File: config.mk
export PLATFORM = sky130hd
export DESIGN_NAME = bfa_div
export DESIGN_NICKNAME = d
export VERILOG_FILES = /design/src/rtl/bfa_pkg.sv /design/src/rtl/bfa_div.sv
export SDC_FILE = /design/constraint.sdc
export NUM_CORES = 1
export LEC_CHECK = 0
export BUFFER_PORTS_ARGS = -buffer_cell sky130_fd_sc_hd__buf_2
export CAP_MARGIN = 20
export CORE_MARGIN = 2
export CORE_UTILIZATION = 53
export CTS_BUF_LIST = sky130_fd_sc_hd__clkbuf_8
export DETAILED_ROUTE_END_ITERATION = 10
export GPL_TIMING_DRIVEN = 0
export PLACE_DENSITY = 0.8
export SLEW_MARGIN = 5
export SYNTH_ARGS = -nofsm -noshare
export SYNTH_HDL_FRONTEND = slang
export SYNTH_SLANG_ARGS = --single-unit
File: constraint.sdc
create_clock -name clk -period 3.83 [get_ports clk]
set_clock_uncertainty 0.05 [all_clocks]
set_input_delay 0.1915 -clock clk [delete_from_list [all_inputs] [get_ports clk]]
set_output_delay 0.1915 -clock clk [all_outputs]
set_load 0.05 [all_outputs]
File: src/rtl/bfa_pkg.sv
// package: sequencer states, request kinds, divider request and response types
`default_nettype none
package bfa_pkg;

  localparam int DIV_W = 32;
  localparam logic [15:0] COUNT_MAX = 16'hFFFF;

  localparam logic [1:0] KIND_ALLOC   = 2'd0;
  localparam logic [1:0] KIND_FREE    = 2'd1;
  localparam logic [1:0] KIND_RELEASE = 2'd2;
  localparam logic [1:0] KIND_RESERVE = 2'd3;

  typedef enum logic [3:0] {
    ST_FILL,
    ST_IDLE,
    ST_DIV_A,
    ST_DIV_L,
    ST_PREP_END,
    ST_PREP_CNT,
    ST_DIV_W,
    ST_RUN,
    ST_FIX_RD,
    ST_FIX_WR,
    ST_ALLOC,
    ST_ALLOC_MUL,
    ST_DONE
  } bfa_state_t;

  typedef struct packed {
    logic             start;
    logic [DIV_W-1:0] dividend;
    logic [DIV_W-1:0] divisor;
  } div_req_t;

  typedef struct packed {
    logic             done;
    logic [DIV_W-1:0] quotient;
    logic [DIV_W-1:0] remainder;
  } div_rsp_t;

endpackage
`default_nettype wire

File: src/rtl/bfa_div.sv
// power-of-two divider: shift and mask, result registered in the cycle after start
`default_nettype none
module bfa_div import bfa_pkg::*; (
  input  logic     clk,
  input  logic     rst,
  input  div_req_t req,
  output div_rsp_t rsp
);

  localparam int CW = $clog2(DIV_W);

  logic             done;
  logic [DIV_W-1:0] rem;
  logic [DIV_W-1:0] quo;
  logic [CW-1:0]    shift;
  logic [DIV_W-1:0] mask;

  // the divisor is a power of two, its set bit gives the shift
  always_comb begin
    shift = '0;
    for (int b = 0; b < DIV_W; b++) begin
      if (req.divisor[b]) begin
        shift = CW'(b);
      end
    end
    mask = req.divisor - 1'b1;
  end

  always_ff @(posedge clk) begin
    if (rst) begin
      done <= 1'b0;
    end else begin
      done <= req.start;
    end
  end

  always_ff @(posedge clk) begin
    if (req.start) begin
      quo <= req.dividend >> shift;
      rem <= req.dividend & mask;
    end
  end

  assign rsp.done      = done;
  assign rsp.quotient  = quo;
  assign rsp.remainder = rem;

endmodule
`default_nettype wire

# ---- Word-level counts from Yosys, hierarchy flattened
# Index checks and enable logic that the tools add are counted.
dict set report word_totals {
  reg_bits 65
}
dict set report op_classes {
  n_addsub 1
  n_shift 1
  n_mux 31
  bitwise_logic 1
}
# op count
set op_table {}
lappend op_table {{5-bit 2-to-1 mux} 30}
lappend op_table {{32-bit bitwise AND} 1}
lappend op_table {{32-bit by 5-bit right shift with 32-bit output} 1}
lappend op_table {{32-bit by 1-bit subtractor with 32-bit output, second input constant} 1}
lappend op_table {{1-bit 2-to-1 mux} 1}

# ---- Logic depth before layout (Yosys ltp)
# Gate-level depths: netlist of run 1.
dict set report logic_depth {
  word_depth 32
  ltp_mapped 14
  mapped_depth_nobuf 9
}

# ---- Least setup slack after synthesis of run 1
# Ideal clock, no wire load.
dict set report synth_path {
  path_kind {input port to flip-flop}
  start {input port req[11] (netlist bit)}
  end {register quo[4], data pin}
  arrival_time_ns 2.410
  slack_ns 1.109
  stages 13
  path_buffers 4
  cell_sequence {buf_6 > nor4_2 > o31ai_1 > and4_4 > buf_6 > o31ai_4 > buf_6 > buf_6 > mux2i_1 > mux2i_1 > mux2i_1 > o32ai_1 > a311o_1}
}
dict set report synth_between {
  elab_chain_cells 22
}
# item line
set synth_rtl {}
lappend synth_rtl {{start, declared} bfa_div.sv:6} ;# input div_req_t req,
lappend synth_rtl {{5-bit 2-to-1 mux (21 in series)} bfa_div.sv:22} ;# if (req.divisor[b]) begin
lappend synth_rtl {{32-bit by 5-bit right shift with 32-bit output} bfa_div.sv:39} ;# quo <= req.dividend >> shift;
lappend synth_rtl {{end signal, assigned} bfa_div.sv:39}
lappend synth_rtl {{end, declared} bfa_div.sv:14} ;# logic [DIV_W-1:0] quo;
# Every way passes these cells.
# A chain may end at the register's enable or synchronous reset.

# ---- Worst setup path in the final report of run 1
dict set report layout_path {
  start {input port req[29] (netlist bit)}
  end {register quo[15], data pin}
}
dict set report layout_between {
  elab_chain_cells 4
}
# item line
set layout_rtl {}
lappend layout_rtl {{5-bit 2-to-1 mux (3 in series)} bfa_div.sv:22}
lappend layout_rtl {{32-bit by 5-bit right shift with 32-bit output} bfa_div.sv:39}
# Every way passes these cells.

==> results of run 1 <==
-- state kept, by name, summed over array words and instances (netlist names) --
register	count
quo	32
rem	32
done	1
-- repair_timing --
| item | CTS | global route |
|---|---|---|
| hold endpoints to repair | 1 | 0 |
| setup buffers | 0 | 0 |
| hold buffers | 1 | 0 |
-- routing by layer --
layer | wire length (µm) | part of all wire | track usage | vias up
met1 | 7380 | 0.44 | 0.466 | 2444
met2 | 7410 | 0.44 | 0.486 | 332
met5 | 0 | 0 | 0 | -
met3 | 1410 | 0.084 | 0.0652 | 39
li1 | - | - | - | 2288
met4 | 477 | 0.029 | 0.125 | 0
-- worst max path at each step --
stage                 start       to  cells past startpoint
finish              req[29]  quo[15]                      9
global placement    req[24]   quo[3]                      9
detailed placement  req[23]   quo[2]                     10
floorplan           req[11]   quo[4]                     13
global route        req[29]  quo[15]                      9
CTS                 req[29]   quo[2]                      9
-- cells in the final DEF (no fill, tap or decap), types with 14 or more instances in the layout --
cell type and count:
nor3_1 14, mux2i_1 40, a21oi_1 23, nand3_1 20, nand2_1 47, and2_1 26
buf_2 137, nor2_1 51, edfxtp_1 64, clkbuf_1 14
-- cells by family after synthesis --
logic type,synth area share
AOI/OAI and AO/OA,0.196
xor gates and xnor gates,0.0387
adders and majority gates,0.00251
buffers and inverters,0.0437
DFF,0.390
muxes,0.120
and+or+nand+nor,0.209
-- area by class of cell --
| type | count | area share |
|---|---|---|
| well taps | 111 | 0.0232 |
| flip-flops and latches | 65 | 0.325 |
| clock inverters | 7 | 0.0130 |
| inverters | 9 | 0.00565 |
| repair buffers | 127 | 0.110 |
| plain buffers | 34 | 0.0308 |
| multi-input cells | 419 | 0.472 |
| clock buffers | 9 | 0.0207 |
-- power by group through the flow --
stage	sequential [mW]	clock, mW	combinational (mW)
detailed placement	0.859	0	0.614
CTS	0.844	0.622	0.617
global route	0.848	0.645	0.661
global placement	0.859	0	0.606
floorplan	1.04	0	0.239
finish	0.843	0.621	0.629
==> key figures, run 1 <==
Die
  – I/O pin count: ~130
  – Row count: 35
  – Initial Util: 0.541
  – Die area: around 0.01 mm²
  – Die height: 101 µm
  – Chip width: between 100 and 150 µm
  – Core area: between 0.009 and 0.01 mm²

Clock network
  – Clock sinks: between 60 and 70
  – CTS max path bufs: 2
  – Cts repair resizes: 0
  – CTS buffer count: 9
  – Clock slew seen by the registers of the worst setup and hold paths: about 0.09 ns
  – TritonCTS clock tree: built
  – Root Buffer: clkbuf_8
  – H-tree depth: 3

Pwr
  – Sw Ratio: 0.367
  – Net Sw Power: approximately 770 µW
  – Sequential share of power: 0.403
  – Maximum vdd ir drop: 199 µV
  – Leak: approximately 2.3 nW
  – Comb pwr share: 0.300
  – Total design power: 2.09 mW
  – Power per Cell Area: between 300 and 400 mW/mm²
  – Clk pwr share: 0.297
  – Internal Power: 1.32 mW

Cells and area
  – Layout cells sized above 1: 0.275
  – Syn-to-layout area delta: 20.0%
  – Fillers: 814
  – Finished layout cell area: between 0.005 and 0.006 mm²
  – Final std cells w/o fill: ~780
  – # diodes: 0
  – Util after Layout: 0.650
  – Storage cell area: roughly 0.0019 mm²
  – Nets: between 700 and 800
  – Multi-input logic area: 0.00282 mm²

Yosys
  – Ys flop type: edfxtp_1
  – Synth Instances: 527
  – Net Count, Synth: just under 600
  – Asr flop ratio synth: 0
  – Mean post-synth cell area: ~9.4 µm²
  – Register bit count reported by yosys: 65
  – Post-synth EDFFs: 64
  – Post-synth top cells: 64 x edfxtp_1, 51 x nor2_1, 47 x nand2_1
  – Unique cell type count in the Yosys netlist: approximately 70
  – Area contributors post-synth: edfxtp_1 39%, mux2i_1 8.0%, nor2_1 3.8%
  – Yosys warns: 0
  – Top cell type's share of synthesized area: 0.386
  – Synth area leader: edfxtp_1
  – Top-count cell post-synth: edfxtp_1
  – Sequential-to-total area share from yosys stat: 0.390
  – Post-synthesis cell area: between 0.004 and 0.005 mm²

Route
  – Final WL: around 17 mm
  – Initial DRC count: roughly 480
  – DRC: 0
  – Remaining antenna violation count after routing: 0
  – Drt via density: between 6 and 7
  – Drt pass-1 iters: 5
  – Vias: just over 5000
  – Drt wl/cell: around 21 µm

Global route
  – Vias in the first global route: between 4000 and 5000
  – Largest net degree at the start of global routing: 39
  – Antenna violations before repair: 0
  – GR Overflow Total: 0
  – First-pass GRT wire length: roughly 25 mm
  – Global Route Usage Sum: 0.326

Setup path
  – Slowest cell delay on critical path: between 0.6 and 0.7 ns
  – Crit. End Element: flip-flop
  – Critical path required time: ~4 ns
  – Crit path max-delay family: compound AO/OA/AOI/OAI gates
  – WP data arrival: 3.33 ns
  – Critical path, cell by cell: buf_2 -> nor3_1 -> o2111ai_1 -> o221ai_2 -> clkbuf_1 -> buf_1 -> mux2i_1 -> o221ai_1 -> o21ai_0
  – Critical Path Start Type: primary input
  – Buf/Inv on CP: 3
  – Crit Path Max Fanout: 10
  – Critical setup path kind: primary input to flip-flop
  – Slowest CP cell: o221ai_2

Timing
  – Setup TNS: 0 ns
  – Slew @ Worst Pin: about 0.84 ns
  – Max-slew headroom: 0.438
  – Fin crit period: 3.18 ns
  – Max Freq: 315 MHz
  – # setup viols final: 0
  – Final worst path period share: 0.830
  – RSZ-0062 raised after global routing: false
  – Final WS setup: ~0.65 ns
  – Hold WS: approximately 0.10 ns
  – Final hold violations: 0
  – Final Max Slew Viols: 0

Placement
  – Placed Area: between 0.005 and 0.006 mm²
  – HPWL Detailed: roughly 13 mm
  – Inst Count DP: 764
  – I/O Buffers: 125
  – Gp weighted congestion: 0.984
  – Pre-CTS setup slack: around 0.45 ns

Worst hold path
  – Hold Crit Endpoint: rem[0]
  – Hold WC Path Type: primary input to flip-flop
  – Hold Path Cell Cnt: 2
  – Hold_sp: req[0]

Status
  – Status: completed

Flow run
  – Max-cap violations: 0
No activity file was read; power rests on OpenSTA's default activity.
==> run 2: changes to the inputs <==
CORE_UTILIZATION = 50   (was 53)
PLACE_DENSITY = 0.79   (was 0.8)
clock period = 2.9 ns   (was 3.83 ns; I/O delays follow)
==> key figures, run 2 (synthesis results as in run 1) <==
Die
  – Row count: 36
  – Initial Util: 0.512
  – I/O pin count: between 100 and 150
  – Die height: 104 µm
  – Chip width: approximately 100 µm
  – Core area: just under 0.01 mm²
  – Die area: approximately 0.011 mm²

Cells and area
  – # diodes: 0
  – Biggest regs: quo: 32 flops, rem: 32 flops, done: 1 flops
  – Commonest non-fill, non-tap cell in the layout: buf_2
  – Syn-to-layout area delta: 21.5%
  – Fillers: about 890
  – Storage cell area: 0.00194 mm²
  – Most frequent cells in the layout: 137 x buf_2, 64 x edfxtp_1, 50 x nor2_1
  – Nets: around 730
  – Multi-input logic area: 0.00286 mm²
  – Final std cells w/o fill: ~800
  – Layout cells sized above 1: 0.288

Setup path
  – Critical path, cell by cell: buf_2 -> or4_1 -> o211a_1 -> o21ai_1 -> clkbuf_1 -> nor3_1 -> a211o_1 -> mux2i_1 -> a21oi_1 -> a32oi_1
  – Slowest CP cell: or4_1
  – Buf/Inv on CP: 2
  – Critical path required time: a little over 3 ns
  – Slowest cell delay on critical path: between 0.5 and 0.6 ns
  – Crit Path Max Fanout: 10
  – Critical Path Start Type: primary input
  – Critical Path Source: req[10]
  – WP data arrival: around 3 ns
  – Crit path max-delay family: compound AO/OA/AOI/OAI gates
  – Crit. End Element: flip-flop
  – Critical setup path kind: primary input to flip-flop

Timing
  – Max-slew headroom: 0.451
  – Fin crit period: about 2.8 ns
  – Slew @ Worst Pin: roughly 0.8 ns
  – Final Max Slew Viols: 0
  – Final worst path period share: 0.962
  – Final WS setup: 0.109 ns
  – RSZ-0062 raised after global routing: false
  – Max Freq: between 300 and 400 MHz
  – Hold WS: 0.0431 ns
  – Final hold violations: 0
  – # setup viols final: 0

Flow run
  – Max-cap violations: 0

Global route
  – Antenna violations before repair: 0
  – Global Route Usage Sum: 0.301
  – First-pass GRT wire length: approximately 25 mm
  – Vias in the first global route: roughly 4700
  – Largest net degree at the start of global routing: 35
  – GR Overflow Total: 0

Placement
  – Inst Count DP: roughly 790
  – Pre-CTS setup slack: -0.494 ns
  – HPWL Detailed: ~12 mm
  – I/O Buffers: about 130
  – Gp weighted congestion: about 1.0

Pwr
  – Total design power: 2.76 mW
  – Power per Cell Area: between 400 and 500 mW/mm²
  – Leak: around 2.3 nW
  – Maximum vdd ir drop: between 200 and 300 µV

Clock network
  – H-tree depth: 3
  – Clock slew seen by the registers of the worst setup and hold paths: roughly 0.080 ns
  – TritonCTS clock tree: built
  – Clock sinks: 65
  – Post-CTS Setup Bufs: 0
  – CTS max path bufs: 2
  – Root Buffer: clkbuf_8
  – CTS buffer count: 9

Route
  – Drt via density: ~6.3
  – Drt pass-1 iters: 5
  – Initial DRC count: roughly 390
  – Final WL: around 16 mm
  – Remaining antenna violation count after routing: 0
  – DRC: 0
  – Drt wl/cell: 20.3 µm
  – Vias: ~5000

Worst hold path
  – Hold_sp: req[0]
  – Hold WC Path Type: primary input to flip-flop

Status
  – Status: completed
==> run 2: path summary, 6_finish.rpt <==
path / endpoint / slack (ns) / cells after the start
min: rem[0] / 0.04 / 2
max: quo[7] / 0.11 / 10
==> run 2: repair_timing <==
item / in CTS / in global routing
pin swaps: 0 / 0
gates resized for setup: 3 / 10
hold buffers: 1 / 0
setup endpoints to repair: 4 / 11
endpoints found under the hold margin: 1 / 0
==> run 2: cell type report <==
type	count	share of cell area
clock buffers	9	0.0205
repair buffers	127	0.108
well taps	133	0.0275
clock inverters	7	0.0128
inverters	9	0.00559
multi-input cells	419	0.473
plain buffers	34	0.0312
flip-flops and latches	65	0.321
==> run 2: power by group <==
group          switching (mW)  internal [mW]  total (mW)
clock network           0.412          0.404       0.816
logic                   0.585          0.249       0.834
registers              0.0142           1.10        1.11
==> run 2: routing by layer <==
| layer | routed length (µm) | track usage | vias up |
|---|---|---|---|
| li1 | - | - | 2294 |
| met2 | 7470 | 0.469 | 321 |
| met5 | 0 | 0 | - |
| met4 | 551 | 0.126 | 0 |
| met3 | 1530 | 0.0592 | 52 |
| met1 | 6770 | 0.411 | 2388 |
==> run 2: stage by stage <==
step | setup TNS [ns] | area [µm²] | utilization
after floorplan | 0 | 4980 | -
after global placement | -5.52 | 5770 | 0.593
after detailed placement | -5.43 | 5790 | 0.595
after CTS | 0 | 6010 | 0.617
after global routing | 0 | 6050 | 0.622
final | 0 | 6050 | 0.622
